==> config.mk <==
export PLATFORM = sky130hd
export DESIGN_NAME = grid_line_cell_walker_flat
export DESIGN_NICKNAME = d
export VERILOG_FILES = /design/src/rtl/core/glw_pkg.sv /design/src/rtl/core/glw_if.sv /design/src/rtl/core/glw_datapath.sv /design/src/rtl/core/glw_ctrl.sv /design/src/rtl/core/grid_line_cell_walker.sv /design/src/flat_wrapper.sv
export SDC_FILE = /design/constraint.sdc
export NUM_CORES = 1
export LEC_CHECK = 0
export ABC_AREA = 1
export BUFFER_PORTS_ARGS = -buffer_cell sky130_fd_sc_hd__buf_4
export CORE_MARGIN = 1
export CORE_UTILIZATION = 42
export CTS_BUF_LIST = sky130_fd_sc_hd__clkbuf_2 sky130_fd_sc_hd__clkbuf_4 sky130_fd_sc_hd__clkbuf_8
export CTS_CLUSTER_DIAMETER = 40
export DETAILED_ROUTE_END_ITERATION = 10
export PLACE_DENSITY_LB_ADDON = 0.12
export SYNTH_ARGS = -nofsm -noshare
export SYNTH_HDL_FRONTEND = slang
export SYNTH_HIERARCHICAL = 1
export SYNTH_SLANG_ARGS = --single-unit
export TNS_END_PERCENT = 100
==> constraint.sdc <==
create_clock -name clk_i -period 3.1 [get_ports clk_i]
set_clock_uncertainty 0.2 [all_clocks]
set_input_delay 0.62 -clock clk_i [delete_from_list [all_inputs] [get_ports clk_i]]
set_output_delay 0.62 -clock clk_i [all_outputs]
set_load 0.01 [all_outputs]
==> src/rtl/core/glw_pkg.sv <==
// ----------------------------------------------------------------------------
// glw_pkg
// Shared constants, types and helpers for the grid line cell walker.
// ----------------------------------------------------------------------------
package glw_pkg;

  // Grid geometry and widths.
  localparam int GridSize = 32;
  localparam int CoordW   = 5;
  localparam int ErrW     = 8;

  typedef logic [CoordW-1:0] coord_t;
  typedef logic signed [ErrW-1:0] err_t;

  // Commands from the controller to the datapath.
  typedef struct packed {
    logic load;        // capture a new request
    logic emit;        // write a cell into the output register
    logic sel_start;   // emitted cell is the current walk position
    logic corner;      // step the minor axis, subtract doubled major distance
    logic major_step;  // step the major axis, add doubled minor distance
    logic last;        // emitted cell closes the line
  } glw_cmd_t;

  // Status from the datapath to the controller.
  typedef struct packed {
    logic at_goal;         // walk position equals the goal cell
    logic err_nonneg;      // decision value is zero or positive
    logic major_hits_goal; // next major step lands on the goal coordinate
  } glw_sts_t;

  // Saturate a coordinate to the last grid cell.
  function automatic coord_t clamp_coord(input coord_t v);
    coord_t res;
    res = v;
    if (32'(v) > 32'(GridSize - 1)) begin
      res = CoordW'(GridSize - 1);
    end
    return res;
  endfunction

endpackage

==> src/rtl/core/glw_if.sv <==
// ----------------------------------------------------------------------------
// glw_req_if / glw_cell_if
// Valid/ready channels for line requests and emitted line cells.
// ----------------------------------------------------------------------------
interface glw_req_if;
  logic                 valid;
  logic                 ready;
  logic [glw_pkg::CoordW-1:0] start_x;
  logic [glw_pkg::CoordW-1:0] start_z;
  logic [glw_pkg::CoordW-1:0] goal_x;
  logic [glw_pkg::CoordW-1:0] goal_z;

  modport source (output valid, start_x, start_z, goal_x, goal_z, input ready);
  modport sink   (input valid, start_x, start_z, goal_x, goal_z, output ready);
endinterface

interface glw_cell_if;
  logic                 valid;
  logic                 ready;
  logic [glw_pkg::CoordW-1:0] cell_x;
  logic [glw_pkg::CoordW-1:0] cell_z;
  logic                 last_cell;

  modport source (output valid, cell_x, cell_z, last_cell, input ready);
  modport sink   (input valid, cell_x, cell_z, last_cell, output ready);
endinterface

==> src/rtl/core/glw_datapath.sv <==
// ----------------------------------------------------------------------------
// glw_datapath
// Walk position, distances, decision value and the output cell register.
// ----------------------------------------------------------------------------
module glw_datapath (
  input  logic              clk_i,
  input  logic              rst_ni,
  input  glw_pkg::coord_t   start_x_i,
  input  glw_pkg::coord_t   start_z_i,
  input  glw_pkg::coord_t   goal_x_i,
  input  glw_pkg::coord_t   goal_z_i,
  input  glw_pkg::glw_cmd_t cmd_i,
  output glw_pkg::glw_sts_t sts_o,
  output glw_pkg::coord_t   cell_x_o,
  output glw_pkg::coord_t   cell_z_o,
  output logic              last_cell_o
);
  import glw_pkg::*;

  coord_t x_q, z_q, gx_q, gz_q, dmaj_q, dmin_q;
  logic   negx_q, negz_q, zmaj_q;
  err_t   err_q;
  coord_t cell_x_q, cell_z_q;
  logic   last_q;

  // Request decode.
  coord_t            sx, sz, gx, gz, absx, absz, dmaj0, dmin0;
  logic [CoordW:0]   diffx, diffz;
  logic              zmaj0;
  err_t              err0;

  always_comb begin
    sx    = clamp_coord(start_x_i);
    sz    = clamp_coord(start_z_i);
    gx    = clamp_coord(goal_x_i);
    gz    = clamp_coord(goal_z_i);
    diffx = {1'b0, gx} - {1'b0, sx};
    diffz = {1'b0, gz} - {1'b0, sz};
    absx  = diffx[CoordW] ? CoordW'(-diffx) : diffx[CoordW-1:0];
    absz  = diffz[CoordW] ? CoordW'(-diffz) : diffz[CoordW-1:0];
    zmaj0 = absx < absz;
    dmaj0 = zmaj0 ? absz : absx;
    dmin0 = zmaj0 ? absx : absz;
    err0  = ErrW'({dmin0, 1'b0}) - ErrW'(dmaj0);
  end

  // One-cell advance in each axis toward the goal.
  coord_t x_adv, z_adv, cand_x, cand_z;
  err_t   err_corner, err_major;

  always_comb begin
    x_adv      = x_q + (negx_q ? {CoordW{1'b1}} : CoordW'(1));
    z_adv      = z_q + (negz_q ? {CoordW{1'b1}} : CoordW'(1));
    // Both corner and major cells are the major-advanced position.
    cand_x     = zmaj_q ? x_q : x_adv;
    cand_z     = zmaj_q ? z_adv : z_q;
    err_corner = err_q - ErrW'({dmaj_q, 1'b0});
    err_major  = err_q + ErrW'({dmin_q, 1'b0});
  end

  assign sts_o.at_goal         = (x_q == gx_q) && (z_q == gz_q);
  assign sts_o.err_nonneg      = ~err_q[ErrW-1];
  assign sts_o.major_hits_goal = zmaj_q ? (z_adv == gz_q) : (x_adv == gx_q);

  // Walk registers.
  always_ff @(posedge clk_i or negedge rst_ni) begin
    if (!rst_ni) begin
      x_q    <= '0;
      z_q    <= '0;
      gx_q   <= '0;
      gz_q   <= '0;
      dmaj_q <= '0;
      dmin_q <= '0;
      negx_q <= 1'b0;
      negz_q <= 1'b0;
      zmaj_q <= 1'b0;
      err_q  <= '0;
    end else if (cmd_i.load) begin
      x_q    <= sx;
      z_q    <= sz;
      gx_q   <= gx;
      gz_q   <= gz;
      dmaj_q <= dmaj0;
      dmin_q <= dmin0;
      negx_q <= diffx[CoordW];
      negz_q <= diffz[CoordW];
      zmaj_q <= zmaj0;
      err_q  <= err0;
    end else if (cmd_i.corner) begin
      if (zmaj_q) begin
        x_q <= x_adv;
      end else begin
        z_q <= z_adv;
      end
      err_q <= err_corner;
    end else if (cmd_i.major_step) begin
      if (zmaj_q) begin
        z_q <= z_adv;
      end else begin
        x_q <= x_adv;
      end
      err_q <= err_major;
    end
  end

  // Output cell register.
  always_ff @(posedge clk_i) begin
    if (cmd_i.emit) begin
      cell_x_q <= cmd_i.sel_start ? x_q : cand_x;
      cell_z_q <= cmd_i.sel_start ? z_q : cand_z;
      last_q   <= cmd_i.last;
    end
  end

  assign cell_x_o    = cell_x_q;
  assign cell_z_o    = cell_z_q;
  assign last_cell_o = last_q;

endmodule

==> src/rtl/core/glw_ctrl.sv <==
// ----------------------------------------------------------------------------
// glw_ctrl
// Sequencer for one line walk: start cell, then corner and major steps.
// ----------------------------------------------------------------------------
module glw_ctrl (
  input  logic              clk_i,
  input  logic              rst_ni,
  input  logic              req_valid_i,
  output logic              req_ready_o,
  output logic              out_valid_o,
  input  logic              out_ready_i,
  input  glw_pkg::glw_sts_t sts_i,
  output glw_pkg::glw_cmd_t cmd_o
);
  import glw_pkg::*;

  typedef enum logic [1:0] {
    S_IDLE,
    S_START,
    S_WALK,
    S_MAJOR
  } state_e;

  state_e   state_q, state_d;
  logic     out_valid_q, out_valid_d;
  logic     out_free;
  glw_cmd_t cmd;

  assign out_free = ~out_valid_q | out_ready_i;

  // Next state and datapath commands.
  always_comb begin
    state_d     = state_q;
    cmd         = '0;
    req_ready_o = 1'b0;
    unique case (state_q)
      S_IDLE: begin
        req_ready_o = 1'b1;
        if (req_valid_i) begin
          cmd.load = 1'b1;
          state_d  = S_START;
        end
      end
      S_START: begin
        if (out_free) begin
          cmd.emit      = 1'b1;
          cmd.sel_start = 1'b1;
          cmd.last      = sts_i.at_goal;
          state_d       = sts_i.at_goal ? S_IDLE : S_WALK;
        end
      end
      S_WALK: begin
        if (out_free) begin
          cmd.emit = 1'b1;
          if (sts_i.err_nonneg) begin
            cmd.corner = 1'b1;
            state_d    = S_MAJOR;
          end else begin
            cmd.major_step = 1'b1;
            cmd.last       = sts_i.major_hits_goal;
            state_d        = sts_i.major_hits_goal ? S_IDLE : S_WALK;
          end
        end
      end
      S_MAJOR: begin
        if (out_free) begin
          cmd.emit       = 1'b1;
          cmd.major_step = 1'b1;
          cmd.last       = sts_i.major_hits_goal;
          state_d        = sts_i.major_hits_goal ? S_IDLE : S_WALK;
        end
      end
      default: state_d = S_IDLE;
    endcase
  end

  // A new cell fills the output slot; a taken cell empties it.
  always_comb begin
    out_valid_d = out_valid_q;
    if (cmd.emit) begin
      out_valid_d = 1'b1;
    end else if (out_ready_i) begin
      out_valid_d = 1'b0;
    end
  end

  // State and registered output valid.
  always_ff @(posedge clk_i or negedge rst_ni) begin
    if (!rst_ni) begin
      state_q     <= S_IDLE;
      out_valid_q <= 1'b0;
    end else begin
      state_q     <= state_d;
      out_valid_q <= out_valid_d;
    end
  end

  assign out_valid_o = out_valid_q;
  assign cmd_o       = cmd;

  // A waiting cell is never overwritten.
  assert property (@(posedge clk_i) disable iff (!rst_ni)
    (out_valid_q && !out_ready_i) |-> !cmd.emit)
    else $error("glw_ctrl: output cell overwritten while stalled");

  // An accepted request always starts with the start cell.
  assert property (@(posedge clk_i) disable iff (!rst_ni)
    (req_valid_i && req_ready_o) |=> (state_q == S_START))
    else $error("glw_ctrl: accepted request did not enter start state");

  // The closing cell returns the walker to idle.
  assert property (@(posedge clk_i) disable iff (!rst_ni)
    (cmd.emit && cmd.last) |=> (state_q == S_IDLE && out_valid_q))
    else $error("glw_ctrl: last cell did not end the walk");

  // The major step state is only entered right after a corner cell.
  assert property (@(posedge clk_i) disable iff (!rst_ni)
    (state_q == S_MAJOR && $past(state_q) != S_MAJOR) |-> $past(cmd.corner))
    else $error("glw_ctrl: major step without preceding corner");

endmodule

==> src/rtl/core/grid_line_cell_walker.sv <==
// Start: the request is loaded into the walk registers, then the start state writes
// the start cell into the output register once the output slot is free.
// Throughput: one cell per cycle while the output is taken; a line has 1 to 63 cells,
// and no new request is taken until the closing cell has been emitted.
// Reset: asynchronous, active low; the walker returns to idle with no cell pending.
// ----------------------------------------------------------------------------
// grid_line_cell_walker
// Emits the cells of a 4-connected Bresenham line from a start to a goal cell.
// ----------------------------------------------------------------------------
module grid_line_cell_walker (
  input  logic       clk_i,
  input  logic       rst_ni,
  glw_req_if.sink    req_i,
  glw_cell_if.source res_o
);
  import glw_pkg::*;

  glw_cmd_t cmd;
  glw_sts_t sts;

  // Control sequencer.
  glw_ctrl u_ctrl (
    .clk_i       (clk_i),
    .rst_ni      (rst_ni),
    .req_valid_i (req_i.valid),
    .req_ready_o (req_i.ready),
    .out_valid_o (res_o.valid),
    .out_ready_i (res_o.ready),
    .sts_i       (sts),
    .cmd_o       (cmd)
  );

  // Walk datapath and output cell register.
  glw_datapath u_datapath (
    .clk_i       (clk_i),
    .rst_ni      (rst_ni),
    .start_x_i   (req_i.start_x),
    .start_z_i   (req_i.start_z),
    .goal_x_i    (req_i.goal_x),
    .goal_z_i    (req_i.goal_z),
    .cmd_i       (cmd),
    .sts_o       (sts),
    .cell_x_o    (res_o.cell_x),
    .cell_z_o    (res_o.cell_z),
    .last_cell_o (res_o.last_cell)
  );

endmodule
==> src/flat_wrapper.sv <==
// flat-port wrapper written by rule: the top's interface ports become plain ports
module grid_line_cell_walker_flat import glw_pkg::*;
  (clk_i, rst_ni, req_i_valid, req_i_start_x, req_i_start_z, req_i_goal_x, req_i_goal_z, req_i_ready, res_o_valid, res_o_cell_x, res_o_cell_z, res_o_last_cell, res_o_ready);
  glw_req_if req_i_i ();
  glw_cell_if res_o_i ();
  input  logic clk_i;
  input  logic rst_ni;
  input wire logic [$bits(req_i_i.valid)-1:0] req_i_valid;
  input wire logic [$bits(req_i_i.start_x)-1:0] req_i_start_x;
  input wire logic [$bits(req_i_i.start_z)-1:0] req_i_start_z;
  input wire logic [$bits(req_i_i.goal_x)-1:0] req_i_goal_x;
  input wire logic [$bits(req_i_i.goal_z)-1:0] req_i_goal_z;
  output wire logic [$bits(req_i_i.ready)-1:0] req_i_ready;
  output wire logic [$bits(res_o_i.valid)-1:0] res_o_valid;
  output wire logic [$bits(res_o_i.cell_x)-1:0] res_o_cell_x;
  output wire logic [$bits(res_o_i.cell_z)-1:0] res_o_cell_z;
  output wire logic [$bits(res_o_i.last_cell)-1:0] res_o_last_cell;
  input wire logic [$bits(res_o_i.ready)-1:0] res_o_ready;
  assign req_i_i.valid = req_i_valid;
  assign req_i_i.start_x = req_i_start_x;
  assign req_i_i.start_z = req_i_start_z;
  assign req_i_i.goal_x = req_i_goal_x;
  assign req_i_i.goal_z = req_i_goal_z;
  assign req_i_ready = req_i_i.ready;
  assign res_o_valid = res_o_i.valid;
  assign res_o_cell_x = res_o_i.cell_x;
  assign res_o_cell_z = res_o_i.cell_z;
  assign res_o_last_cell = res_o_i.last_cell;
  assign res_o_i.ready = res_o_ready;
  grid_line_cell_walker u_core (.clk_i(clk_i), .rst_ni(rst_ni), .req_i(req_i_i), .res_o(res_o_i));
endmodule
==> After elaboration in Yosys (flattened, before gate mapping) <==
Cells that the tools add are included.
{ "totals": {"ff_bits": 55, "output_inout_bits": 13, "wordCells": 95} }
{ "op_classes": {"reduce_logical": 8, "eq_ne": 13, "bitwise": 2, "magnitude_cmp": 1, "mux": 47, "n_addsub": 9} }
{ "ops": {"columns": ["op", "count"], "rows": [
  ["5-bit 2-to-1 mux", 18],
  ["8-bit 2-to-1 mux", 3],
  ["5-bit equality test", 4],
  ["2-bit 2-to-1 mux", 10],
  ["5-bit by 5-bit subtractor with 6-bit output", 2],
  ["1-bit 2-to-1 mux", 11],
  ["5-bit adder", 2],
  ["5-bit negator", 2],
  ["8-bit by 6-bit adder with 8-bit output", 1],
  ["2-bit inequality test (second input constant)", 4],
  ["2-bit case mux with 4 select lines", 1],
  ["8-bit by 6-bit subtractor with 8-bit output", 1],
  ["6-bit by 5-bit subtractor with 7-bit output", 1],
  ["3-bit by 2-bit inequality test with 1-bit output (second input constant)", 2],
  ["5-bit less-than comparator", 1],
  ["2-bit equality test (second input constant)", 2],
  ["1-bit case mux with 2 select lines", 2],
  ["2-bit AND reduction", 2],
  ["4-bit AND reduction", 1],
  ["3-bit 2-to-1 mux", 1],
  ["1-bit case mux with 3 select lines", 1],
  ["3-bit nonzero test", 1],
  ["2-bit by 1-bit equality test with 1-bit output (second input constant)", 1],
  ["2-bit zero test", 1],
  ["5 further kinds", 5]
]} }

==> Depth between registers and ports, before layout <==
Gate-level depths: netlist (run 1).
{ "depth": {"word_depth": 10, "depth_mapped": 30, "ltp_nobuf": 30} }

==> By module <==
Netlist (run 1), hierarchy kept.
{ "by_module_without_submodules": {"columns": ["mod", "area_each_um2", "cells_per_inst", "instances", "seq_area_each_um2"], "rows": [
  ["glw_datapath", 4286.6, 569, 1, 1331.3],
  ["glw_ctrl", 239.0, 39, 1, 75.1]
]} }

==> Worst setup path after synthesis (run 1) <==
Ideal clock, no wire load.
{ "synth_path": {"path_kind": "input to register", "from": "in req_i_goal_x[0]", "to": "reg u_core.u_datapath.err_q[5]", "t_arrival_ns": 4.089, "slack_ns": -1.302, "setup_time_ns": 0.113, "path_stages": 26, "cell_sequence": "inv_1 > ha_1 > inv_2 > fa_1 > inv_1 > ha_1 > nor2_1 > xor2_1 > inv_1 > ha_1 > a21oi_1 > nand2_2 > nand2_4 > nand2_8 > buf_6 > nand2_1 > o21ai_1 > ha_1 > a21oi_1 > nor2_1 > a211oi_1 > nand2_1 > nand2_1 > nand3_1 > nand2_1 > inv_1"} }
{ "synth_via": {"elab_chain_len": 7} }
{ "synth_lines": {"columns": ["element", "line_no", "source"], "rows": [
  ["start: declaration", "flat_wrapper.sv:11", "input wire logic [$bits(req_i_i.goal_x)-1:0] req_i_goal_x;"],
  ["5-bit by 5-bit subtractor with 6-bit output *", "glw_datapath.sv:37", "diffx = {1'b0, gx} - {1'b0, sx};"],
  ["5-bit negator", "glw_datapath.sv:39", "absx = diffx[CoordW] ? CoordW'(-diffx) : diffx[CoordW-1:0];"],
  ["5-bit 2-to-1 mux *", "glw_datapath.sv:39", null],
  ["5-bit less-than comparator", "glw_datapath.sv:41", "zmaj0 = absx < absz;"],
  ["5-bit 2-to-1 mux (on tied branches)", "glw_datapath.sv:43, glw_datapath.sv:42", null],
  ["6-bit by 5-bit subtractor with 7-bit output *", "glw_datapath.sv:44", "err0 = ErrW'({dmin0, 1'b0}) - ErrW'(dmaj0);"],
  ["8-bit 2-to-1 mux *", "glw_datapath.sv:78", "end else if (cmd_i.load) begin"],
  ["end signal: assignment", "glw_datapath.sv:88", "err_q <= err0;"],
  ["end signal: assignment", "glw_datapath.sv:95", "err_q <= err_corner;"],
  ["end signal: assignment", "glw_datapath.sv:102", "err_q <= err_major;"],
  ["end: declaration", "glw_datapath.sv:22", "err_t err_q;"]
]} }
Every way passes the cells marked *; elsewhere a longest branch is shown, timed or not.
A chain may end at the register's enable or synchronous reset.

==> Worst setup path after layout (run 1) <==
{ "layout_path": {"from": "in req_i_goal_x[0]", "to": "reg u_core.u_datapath.err_q[6]"} }
{ "layout_via": {"elab_chain_len": 7} }
{ "layout_lines": {"columns": ["element", "line_no", "source"], "rows": [
  ["5-bit by 5-bit subtractor with 6-bit output *", "glw_datapath.sv:37", null],
  ["5-bit negator", "glw_datapath.sv:39", null],
  ["5-bit 2-to-1 mux *", "glw_datapath.sv:39", null],
  ["5-bit less-than comparator", "glw_datapath.sv:41", null],
  ["5-bit 2-to-1 mux *", "glw_datapath.sv:42", "dmaj0 = zmaj0 ? absz : absx;"],
  ["net u_core.u_datapath.dmaj0[0]", "glw_datapath.sv:27", "coord_t sx, sz, gx, gz, absx, absz, dmaj0, dmin0;"],
  ["6-bit by 5-bit subtractor with 7-bit output *", "glw_datapath.sv:44", null],
  ["8-bit 2-to-1 mux *", "glw_datapath.sv:78", null]
]} }
The timed path passes the listed nets; every way through them passes the cells marked *.

==> results.txt, run 1 <==
status -> finished, violations left
failing checks -> setup timing
Area growth, synth to finish -> 36.1%
Core Area -> 10400 sq um
WS Path Type -> in2reg
Tcrit/Tclk final -> 1.31
Max Freq -> 245 MHz
Final Slew Violations -> 0
clk sinks -> 54
CP required -> 3.11 ns
critical path capture point type -> flip-flop
number of global-route vias before repair -> 4252
post-route insts no fill -> 864
Finished Core Util -> 0.594
DR vias -> 4379
Worst R2R End -> u_core/u_datapath/err_q[6]$_DFFE_PN0P_
Worst setup SP type -> input pin
layout cells sized above 1 -> 0.349
Post-synth EDFFs -> 11
# fillers -> 938
detailed placement HPWL -> 9080 um
Worst-Margin Slew -> 0.578 ns
worst reg-to-reg path cell count -> 16
number of max-cap violations -> 0
Rel. slew slack -> 0.615
Simple-Gate Fraction of Synth Area -> 0.249
PnR worst setup slack -> -0.976 ns
Critical Path Fanout Max -> 7
initial cell density of the core -> 0.436
boundary pin count -> 37
Clock Latency Late Sink -> 0.32 ns
ANT nets after route -> 0
ANT cells -> 0
post-layout min period -> 4.08 ns
Synth Area in Compound Gates -> 0.167
async set-or-reset flop fraction in the synthesized netlist -> 0.796
Hold Path Class -> in2async
total grt overflow -> 0
first-pass GRT wire length -> 19900 um
RSZ-0062 raised after global routing -> true
CTS tree -> built
CTS clk-pin slew, worst paths -> 0.09 ns
Port Buf Inserts -> 36
total global-route track usage -> 0.223
Synthesized Nets -> 670
reg2reg start -> u_core/u_ctrl/state_q[0]$_DFFE_PN0P_
CTS Hold Bufs -> 0
Pwr Total -> 7650 uW
final hold slack -> 0.0901 ns
Syn Inst Count -> 608
TritonCTS buffer count -> 5
Final #Nets -> 789
Routed wire per std cell -> 14.0 um
DRC Markers -> 0
routability cong. -> 0.866
Critical Path AT -> 4.08 ns
most common cell after layout, fill and taps aside -> nand2_1
Die Y -> 106 um
largest net degree at the start of global routing -> 44
number of failing hold endpoints at the final stage -> 0
commonest register cell after synthesis -> dfrtp_1
Die ar. -> 11200 sq um
Post-Synth Adder-Cell Area -> 0.115
clock root cell -> clkbuf_8
drt pass-1 iters -> 5
r2r setup slk -> 0.17 ns
FP Rows -> 37
synth unique cells -> 49
Synth Area in XOR/XNOR -> 0.0578
Fin Setup TNS -> -8.52 ns
final WL -> 12100 um
Via-to-Cell Ratio -> 5.07
H-tree levels -> 2
worst vdd ir -> 0.000533 V
largest family of logic cells by synthesized area -> simple AND/OR/NAND/NOR gates
Power Density -> 1240 nW/um^2
synthesis warning total -> 6
Synth Cell Area -> 4530 sq um
DR iter-0 viols -> 212
Leak Pwr -> 0.00301 uW
sequential area share after synthesis -> 0.311
commonest non-fill, non-tap cells in the layout -> 125 x nand2_1, 119 x buf_4, 74 x inv_1, 50 x o21ai_0, 43 x dfrtp_1
clock buffer depth -> 2
placed cell count -> 842
Yosys reg bits -> 54
initial antenna violation count -> 0
proportion of synthesized area in mux cells -> 0.00442
Die Wd -> 106 um
Mapped Avg Cell Area -> 7.44 sq um
final setup violation count -> 18
worst max path at each step:
stage	end	slack [ns]	start	cells after the start
6_report	u_core/u_datapath/err_q[6]$_DFFE_PN0P_	-0.98	req_i_goal_x[0]	24
3_5_place_dp	u_core/u_datapath/err_q[6]$_DFFE_PN0P_	-1.40	req_i_goal_z[0]	25
5_1_grt	u_core/u_datapath/err_q[6]$_DFFE_PN0P_	-1.08	req_i_goal_x[0]	24
2_1_floorplan	u_core/u_datapath/err_q[5]$_DFFE_PN0P_	-1.09	req_i_goal_x[0]	26
3_3_place_gp	u_core/u_datapath/err_q[5]$_DFFE_PN0P_	-1.25	req_i_goal_z[0]	27
4_1_cts	u_core/u_datapath/err_q[7]$_DFFE_PN0P_	-0.88	req_i_goal_x[0]	24
metrics by stage:
stage	instance area (sq um)	setup slack (ns)
after floorplan	4640	-1.09
after global placement	5590	-1.25
after detailed placement	5590	-1.40
after CTS	5990	-0.880
after global routing	6160	-1.08
final	6160	-0.976
per-layer routing:
metal | routed length (um) | GRT usage | up-vias
met4 | 189 | 0.0605 | 0
met2 | 5890 | 0.384 | 107
met1 | 5520 | 0.297 | 2040
met5 | 0 | 0 | -
li1 | - | - | 2221
met3 | 506 | 0.0210 | 11
area by class of cell:
| cell class | count | area [sq um] | share of cell area |
|---|---|---|---|
| Clock buffer | 7 | 96.3 | 0.0156 |
| Multi-Input combinational cell | 445 | 3080 | 0.500 |
| Clock inverter | 1 | 8.76 | 0.00142 |
| Timing Repair Buffer | 128 | 1010 | 0.163 |
| Inverter | 93 | 392 | 0.0636 |
| Sequential cell | 54 | 1410 | 0.228 |
| Tap cell | 136 | 170 | 0.0276 |
sequential cells by signal (all words and copies together), names as in the netlist:
name                           flops
u_core/u_datapath/negx_q           1
u_core/u_datapath/dmaj_q           5
u_core/u_datapath/dmin_q           5
u_core/u_datapath/gz_q             5
u_core/u_ctrl/out_valid_o          1
u_core/u_datapath/cell_x_o         5
u_core/u_datapath/gx_q             5
u_core/u_datapath/x_q              5
u_core/u_ctrl/state_q              2
u_core/u_datapath/zmaj_q           1
u_core/u_datapath/cell_z_o         5
u_core/u_datapath/err_q            7
u_core/u_datapath/negz_q           1
u_core/u_datapath/z_q              5
u_core/u_datapath/last_cell_o      1
cell families after synthesis:
kind of cell             count (synthesis)
AND/OR/NAND/NOR                        242
flip-flops                              54
multiplexers                             2
adder cells (fa/ha/maj)                 38
AO/OA/AOI/OAI                          133
buffers and inverters                  110
XOR/XNOR                                29
critical path, cell delays in order:
cell	delay [ns]
buf_8	0.11
inv_12	0.04
ha_4	0.14
inv_4	0.03
fa_2	0.55
inv_2	0.06
ha_4	0.17
nor2_4	0.10
xor2_2	0.17
inv_1	0.07
ha_1	0.31
a21oi_2	0.14
nand2_2	0.08
nand2_4	0.12
buf_12	0.12
nand2_8	0.07
buf_6	0.14
nand2_4	0.08
nand2_4	0.06
fa_2	0.37
o21ai_2	0.16
a21oi_2	0.08
nand3b_1	0.18
a31oi_1	0.10
report_power, final:
group          internal, uW  switching (uW)  leakage [uW]
clock network           205             239     0.0000544
registers              1160             351      0.000621
logic                  2570            3130       0.00234
total                  3930            3720       0.00301
synthesized netlist by cell type (5+ instances only):
master | instances | area share
a211oi_1 | 5 | 0.0083
a21oi_1 | 28 | 0.031
a31oi_1 | 6 | 0.0083
clkbuf_1 | 11 | 0.0091
dfrtp_1 | 43 | 0.24
edfxtp_1 | 11 | 0.073
fa_1 | 6 | 0.027
ha_1 | 32 | 0.088
inv_1 | 81 | 0.067
inv_2 | 10 | 0.0083
nand2_1 | 137 | 0.11
nand2_2 | 16 | 0.022
nand3_1 | 25 | 0.028
nand3_2 | 7 | 0.015
nor2_1 | 30 | 0.025
nor2_2 | 6 | 0.0083
o21ai_0 | 60 | 0.066
o21ai_1 | 12 | 0.013
o22ai_1 | 5 | 0.0069
or2_2 | 6 | 0.0083
xnor2_1 | 11 | 0.021
xor2_1 | 17 | 0.033
repair_timing:
action / 4_1_cts / 5_1_grt
buffers inserted: 10 / 5
resized for setup: 45 / 28
pin swaps: 30 / 33
setup endpoints to repair: 17 / 19
gates cloned: 1 / 0
Power figures use the tool's default switching activity.
==> run 2: changes to the inputs <==
Settings changed: PLACE_DENSITY set to 0.74, PLACE_DENSITY_LB_ADDON 0.12 to not set, SKIP_LAST_GASP set to 1.
==> run 2 against run 1 <==
The run still ends with setup timing left; clock-buffer cell count is 2 lower; worst hold slack worse by 0.017 ns; cell count is 2.8% higher; sequential power hardly changed; utilization is 2.1 points higher; routed wire length is 6.9% higher; critical endpoint is now u_core/u_datapath/err_q[5]$_DFFE_PN0P_.
==> results.txt, run 2 (synthesized netlist as in run 1, its figures left out) <==
largest net degree at the start of global routing -> 44
post-layout min period -> 4.12 ns
DR iter-0 viols -> 286
final setup violation count -> 18
clock root cell -> clkbuf_8
Port Buf Inserts -> 36
Die ar. -> 11200 sq um
Worst R2R End -> u_core/u_datapath/err_q[6]$_DFFE_PN0P_
clock share of power -> 0.049
PnR worst setup slack -> -1.02 ns
status -> finished, violations left
r2r setup slk -> 0.09 ns
H-tree levels -> 2
Core Area -> 10400 sq um
total grt overflow -> 0
layout cells sized above 1 -> 0.375
number of failing hold endpoints at the final stage -> 0
net switching power -> 4010 uW
first-pass GRT wire length -> 20800 um
total global-route track usage -> 0.233
Rel. slew slack -> 0.631
Critical Path Fanout Max -> 7
max reg flops -> 7
Final Slew Violations -> 0
CP required -> 3.12 ns
cell-internal power -> 4260 uW
Tcrit/Tclk final -> 1.33
Die Wd -> 106 um
drt pass-1 iters -> 5
design area -> 6370 sq um
clock buffer depth -> 2
Max Freq -> 242 MHz
Worst setup SP type -> input pin
Comb power frac -> 0.769
reg2reg start -> u_core/u_ctrl/state_q[0]$_DFFE_PN0P_
sw frac -> 0.485
placed cell count -> 851
CTS tree -> built
Routed wire per std cell -> 14.6 um
Hold Path Class -> in2async
Crit path max-delay family -> adder cells
sequential power share -> 0.182
number of global-route vias before repair -> 4443
Final #Nets -> 813
RSZ-0062 raised after global routing -> true
detailed placement HPWL -> 9280 um
worst reg-to-reg path cell count -> 15
routability cong. -> 0.948
Die Y -> 106 um
initial cell density of the core -> 0.436
initial antenna violation count -> 0
DR vias -> 4590
failing checks -> setup timing
WS Path Type -> in2reg
CTS Hold Bufs -> 0
TritonCTS buffer count -> 5
FP Rows -> 37
CTS clk-pin slew, worst paths -> 0.10 ns
Leak Pwr -> 0.00313 uW
most common cell after layout, fill and taps aside -> buf_4
commonest non-fill, non-tap cells in the layout -> 133 x buf_4, 123 x nand2_1, 71 x inv_1, 50 x o21ai_0, 43 x dfrtp_1
Via-to-Cell Ratio -> 5.17
CP max stage delay -> 0.53 ns
post-route insts no fill -> 888
worst vdd ir -> 0.000495 V
number of max-cap violations -> 0
ANT cells -> 0
Worst-Margin Slew -> 0.546 ns
DRC Markers -> 0
ANT nets after route -> 0
boundary pin count -> 37
Clock Latency Late Sink -> 0.32 ns
Power Density -> 1300 nW/um^2
Buf/Inv on CP -> 7
most flop-heavy register -> u_core/u_datapath/err_q
clk sinks -> 54
Worst path slowest cell -> fa_2
Area growth, synth to finish -> 40.9%
dpl cell area -> 5660 sq um
critical path capture point type -> flip-flop
final WL -> 12900 um
Critical Path AT -> 4.15 ns
run 2: layer usage:
layer / up-vias / share of wire / GRT usage
li1: 2270 / - / -
met1: 2141 / 0.44 / 0.304
met2: 152 / 0.49 / 0.404
met3: 27 / 0.048 / 0.0235
met4: 0 / 0.027 / 0.0724
met5: - / 0 / 0
run 2: area by class of cell:
cell class / instances / area (sq um)
Timing Repair Buffer: 153 / 1240
Sequential cell: 54 / 1410
Clock inverter: 3 / 25.0
Fill cell: 872 / 4000
Inverter: 93 / 394
Tap cell: 136 / 170
Multi-Input combinational cell: 444 / 3070
Clock buffer: 5 / 68.8
run 2: power by group through the flow:
stage          Sequential [uW]  Clock (uW)  Combinational (uW)
2_1_floorplan             1450           0                3320
3_3_place_gp              1490           0                4690
3_5_place_dp              1510           0                4860
4_1_cts                   1500         421                5700
5_1_grt                   1550         446                6990
6_report                  1510         409                6360
run 2: repair_timing:
item	in CTS	in global routing
pin swaps	34	17
gates cloned	0	0
resized for setup	58	33
endpoints found under the setup margin	17	18
buffers inserted	19	12
run 2: through the flow:
step	setup TNS, ns	setup slack, ns	hold WS, ns	power [uW]	util
finish	-10.28	-1.02	0.0729	8280	0.615
global route	-12.64	-1.23	0.110	8980	0.615
CTS	-8.70	-0.964	0.0942	7620	0.595
detailed placement	-15.37	-1.44	0.285	6370	0.545
global placement	-13.01	-1.24	0.276	6190	0.545
floorplan	-7.76	-1.09	0.124	4770	-
run 2: how the worst max path moves through the flow:
stage               startpoint                                      to  slack (ns)  cells after the start
2_1_floorplan  req_i_goal_x[0]  u_core/u_datapath/err_q[5]$_DFFE_PN0P_       -1.09                     26
3_3_place_gp   req_i_goal_z[0]  u_core/u_datapath/err_q[6]$_DFFE_PN0P_       -1.24                     21
3_5_place_dp   req_i_goal_z[0]  u_core/u_datapath/err_q[7]$_DFFE_PN0P_       -1.44                     21
4_1_cts        req_i_goal_z[0]  u_core/u_datapath/err_q[7]$_DFFE_PN0P_       -0.96                     23
5_1_grt        req_i_goal_x[0]  u_core/u_datapath/err_q[5]$_DFFE_PN0P_       -1.23                     29
6_report       req_i_goal_z[0]  u_core/u_datapath/err_q[5]$_DFFE_PN0P_       -1.02                     26
